===== src/sv/rgbconv_pkg.sv =====
`timescale 1ns / 1ps
package rgbconv_pkg;

  localparam int NUM_REGS = 4;
  localparam int CFG_IDX_W = 2;
  localparam int CFG_DATA_W = 48;
  localparam int COEF_W = 16;
  localparam int PROD_W = 25;
  localparam int ACC_W = 29;
  localparam logic [7:0] PIX_MAX = 8'd255;

  typedef enum logic [CFG_IDX_W-1:0] {
    REG_COEF_TOP    = 2'd0,
    REG_COEF_MIDDLE = 2'd1,
    REG_COEF_BOTTOM = 2'd2,
    REG_IMAGE_WIDTH = 2'd3
  } reg_idx_e;

  typedef enum logic [1:0] {
    ROWS_NONE = 2'd0,
    ROWS_ONE  = 2'd1,
    ROWS_TWO  = 2'd2
  } rows_e;

  // channel 0 red, 1 green, 2 blue
  typedef logic [2:0][7:0] pix_t;

  // [row][col], row 0 top, col 0 left
  typedef pix_t [2:0][2:0] win_t;

  typedef logic signed [COEF_W-1:0] coef_word_t;
  typedef coef_word_t [2:0][2:0] coef_t;

  typedef struct packed {
    pix_t older;
    pix_t newer;
  } line_t;

  typedef struct packed {
    logic       action;
    logic       frame_start;
    logic [7:0] pixel_red;
    logic [7:0] pixel_green;
    logic [7:0] pixel_blue;
  } in_t;

  typedef struct packed {
    logic [7:0] out_red;
    logic [7:0] out_green;
    logic [7:0] out_blue;
    logic       row_end;
    logic       last_of_run;
  } out_t;

endpackage


===== src/sv/rgbconv_cfg.sv =====
`timescale 1ns / 1ps
module rgbconv_cfg import rgbconv_pkg::*; #(
  parameter int MAX_WIDTH = 1024,
  localparam int CW = $clog2(MAX_WIDTH)
) (
  input  logic                  clk_i,
  input  logic                  rst_ni,
  input  logic                  cfg_we_i,
  input  logic [CFG_IDX_W-1:0]  cfg_idx_i,
  input  logic [CFG_DATA_W-1:0] cfg_wdata_i,
  output coef_t                 coef_o,
  output logic [CW-1:0]         last_col_o
);

  localparam int RstWidth = (640 > MAX_WIDTH) ? MAX_WIDTH : 640;
  localparam logic [CW-1:0] RstLastCol = CW'(RstWidth - 1);

  coef_t         coef_q;
  logic [CW-1:0] last_col_q;
  logic [CW-1:0] last_col_d;
  int            raw_w;

  // width clamped to 2..MAX_WIDTH, kept as width minus one
  always_comb begin
    raw_w = int'(cfg_wdata_i[10:0]);
    if (raw_w < 2) begin
      last_col_d = CW'(1);
    end else if (raw_w > MAX_WIDTH) begin
      last_col_d = CW'(MAX_WIDTH - 1);
    end else begin
      last_col_d = CW'(raw_w - 1);
    end
  end

  always_ff @(posedge clk_i or negedge rst_ni) begin
    if (!rst_ni) begin
      coef_q     <= {{CFG_DATA_W{1'b0}}, 48'd256, {CFG_DATA_W{1'b0}}};
      last_col_q <= RstLastCol;
    end else if (cfg_we_i) begin
      case (reg_idx_e'(cfg_idx_i))
        REG_COEF_TOP:    coef_q[0] <= cfg_wdata_i;
        REG_COEF_MIDDLE: coef_q[1] <= cfg_wdata_i;
        REG_COEF_BOTTOM: coef_q[2] <= cfg_wdata_i;
        REG_IMAGE_WIDTH: last_col_q <= last_col_d;
        default: ;
      endcase
    end
  end

  assign coef_o     = coef_q;
  assign last_col_o = last_col_q;

endmodule


===== config.mk =====
export PLATFORM = sky130hd
export DESIGN_NAME = rgbconv_cfg
export DESIGN_NICKNAME = d
export VERILOG_FILES = /design/src/sv/rgbconv_pkg.sv /design/src/sv/rgbconv_cfg.sv
export SDC_FILE = /design/constraint.sdc
export NUM_CORES = 1
export LEC_CHECK = 0
export ABC_AREA = 0
export ABC_CLOCK_PERIOD_IN_PS = 1100
export BUFFER_PORTS_ARGS = -buffer_cell sky130_fd_sc_hd__buf_2
export CAP_MARGIN = 30
export CELL_PAD_IN_SITES_DETAIL_PLACEMENT = 1
export CELL_PAD_IN_SITES_GLOBAL_PLACEMENT = 2
export CORE_UTILIZATION = 36
export CTS_CLUSTER_SIZE = 12
export DETAILED_ROUTE_END_ITERATION = 10
export PLACE_DENSITY_LB_ADDON = 0.1
export SYNTH_ARGS = -nofsm -noshare
export SYNTH_HDL_FRONTEND = slang
export SYNTH_SLANG_ARGS = --single-unit

===== constraint.sdc =====
create_clock -name clk_i -period 1.1 [get_ports clk_i]
set_input_delay 0.22 -clock clk_i [delete_from_list [all_inputs] [get_ports clk_i]]
set_output_delay 0.22 -clock clk_i [all_outputs]
set_load 0.03 [all_outputs]

==> metrics.txt <==
Seq/Total Area, Yosys 65.00%; RSZ-0062 raised after global routing yes; TritonCTS buffer count 17; initial antenna violation count 0; actual slew at the worst max-slew pin a little over 0.3 ns; WL per Instance 19.38 um; drt total wl 17,810 um; Worst Slack Setup Final -0.2272 ns; CP required roughly 1.5 ns; Unique masters post-synth 36; Most used DFF post-synth dfrtp_1; final setup fails roughly 160; worst r2r dst coef_o[121]; Vias 4,390; DRC 0; CP Launch Type input port; GRT overflow 0; Max H-tree Level 4; Mapped Nets 431; GPL Wtd Cong just under 0.8; Die Area 17,030 um2; antenna viol nets, final 0; Final nets 744; Area growth syn-to-layout 65.32%; die width 130.5 um; vias per inst around 4.8; Core Area 16,000 um2; first-pass GRT wire length 26,510 um; Placement Setup Slack -0.7028 ns; Fmax achieved 753.4 MHz; Worst Reg-to-Reg Cells 3; DRT iter0 DRCs 136; post-synthesis cell area 5946 um2; CTS root buf clkbuf_16; Final Critical Period ~1.3 ns; worst-case hold path end point coef_o[36]; Final Hold Slack just under 0.06 ns; num ports 207; Hold Fails Final Rpt 0; ys async rst share 100.0%; VDD IR max approximately 0.0011 V; # rows between 40 and 50; CTS max path bufs 2; largest net degree at the start of global routing 40; Starting Density 37.16%; Slew headroom between 70% and 80%; Worst EP arrival 1.68 ns; CTS tree built; failing checks negative setup slack; PD cells 2038 nW/um2; synthesized area per cell 15.77 um2; Worst R2R Setup Slack 0.06 ns; Cells after Synth 377; FF-to-FF Start coef_o[121]; Worst Hold Depth 2; GRT Total Usage approximately a fifth; worst hold path startpoint cfg_wdata_i[36]; CTS clk-pin slew, worst paths roughly 0.060 ns; number of detailed-route iterations in the first pass 4; Yosys Warn Count 0; Seq cells post-synth 154; ant diodes 0; IO Port Bufs 206; outcome finished with violations; max-cap violations 0; fin crit share 120.7%; share of layout cells above drive strength 1 between 70% and 80%; skew final 0 ns; clk sinks between 150 and 200; Final Slew Violations 0; Hold Crit Class input port to flop; worst-path maximum fanout 5; CP endpoint kind flop; Worst-Skew Late Latency 0.41 ns; DP HPWL roughly 12,000 um; Die Ht 130.5 um; vias in the first global route around 4,700; WS Path Type input port to flop; Static Leakage 4.646 nW; Post-synth EDFFs 0
-- per-stage QoR --
stage | setup TNS [ns] | utilization (%) | instances | area, um2 | total power, W
6_report | -14.03 | 61.43 | 919 | 9829 | 0.02003
5_1_grt | -19.31 | 61.43 | 919 | 9829 | 0.02090
4_1_cts | -15.78 | 59.85 | 891 | 9575 | 0.01989
3_5_place_dp | -40.73 | 48.51 | 825 | 7762 | 0.01272
3_3_place_gp | -38.02 | 48.51 | 825 | 7762 | 0.01258
2_1_floorplan | -8.726 | - | 377 | 6131 | 0.01076
-- where the power goes --
part	leakage [nW]	switching [W]	internal, W
logic	2.59	0.00360	0.00358
clock network	0.243	0.00231	0.00294
registers	1.82	0.000814	0.00678
-- metal layers --
metal | share of wire [%] | track usage, % | wire length [um] | vias to the layer above
met2 | 53 | 36.54 | 9486 | 131
met5 | 0 | 0 | 0 | -
met3 | 6.0 | 6.474 | 1073 | 12
li1 | - | - | - | 1977
met4 | 0.88 | 6.220 | 157 | 0
met1 | 40 | 24.61 | 7090 | 2270
-- sequential cells by signal (all words and copies together), names as in the netlist --
register and cells:
last_col_o 10, coef_o 144
-- kinds of logic after synthesis --
kind of cell,synth area share [%]
adders and majority gates,0.2104
and+or+nand+nor,2.588
DFF,65.00
xor gates and xnor gates,0.4420
buffers and inverters,1.704
muxes,26.14
AOI/OAI and AO/OA,3.914
-- final cells by class --
| type | instances | area (um2) |
|---|---|---|
| timing repair buffer | 314 | 2982 |
| clock inverter | 10 | 70.07 |
| inverter | 4 | 15.01 |
| tap | 216 | 270.3 |
| sequential | 154 | 3865 |
| fill | 1578 | 6171 |
| clock buffer | 22 | 454.2 |
| multi-input combinational | 199 | 2173 |
-- critical path, stage by stage --
cell	delay [ns]
buf_6	0.09
inv_2	0.07
ha_4	0.13
or4b_4	0.50
or3_1	0.39
a31oi_1	0.18
a21o_1	0.10
-- cells in the final DEF (no fill, tap or decap), types with 2 or more instances in the layout --
cell type and count:
nor4_2 2, clkbuf_1 4, mux2_2 111, clkbuf_16 17, buf_6 161, a21oi_2 2
inv_2 2, buf_4 93, inv_1 2, or3_1 2, clkinv_2 3, o21ai_0 8
a21o_1 5, o41ai_4 3, o21ai_2 2, buf_12 11, nand3b_1 2, xor2_1 2
buf_2 48, a31oi_1 3, dfstp_2 9, mux2_4 27, dfrtp_1 145, nand2_1 11
clkinvlp_4 5
-- timing repair --
item	4_1_cts	5_1_grt
buffers inserted	33	28
setup endpoints to repair	164	164
pin swaps	4	6
hold endpoints to repair	52	0
gates resized for setup	323	8
hold buffers	1	0
-- worst max-delay path by stage --
stage                         startpoint             to  slack (ns)  cells past startpoint
final                     cfg_wdata_i[1]  last_col_o[6]       -0.23                      7
after global routing      cfg_wdata_i[1]  last_col_o[6]       -0.26                      7
after CTS                  last_col_o[4]  last_col_o[4]       -0.24                      1
after detailed placement  cfg_wdata_i[1]  last_col_o[6]       -0.70                      7
after global placement    cfg_wdata_i[0]  last_col_o[6]       -0.68                      7
after floorplan           cfg_wdata_i[5]  last_col_o[4]       -0.62                      6
-- cells in the mapped netlist, drive strengths merged, types with 2 or more instances --
library cell / n / share of area, %
a21o: 5 / 0.63
a21oi: 2 / 0.17
a31oi: 3 / 0.32
buf: 7 / 0.63
clkbuf: 13 / 0.82
dfrtp: 145 / 61
dfstp: 9 / 4.0
inv: 4 / 0.25
mux2: 138 / 26
nand2: 11 / 0.69
nand3b: 2 / 0.25
nor3: 2 / 0.17
nor4: 2 / 0.21
o21ai: 10 / 0.84
o41ai: 3 / 1.1
or2: 2 / 0.21
or3: 3 / 0.32
xor2: 2 / 0.29
Power figures use the tool's default switching activity.
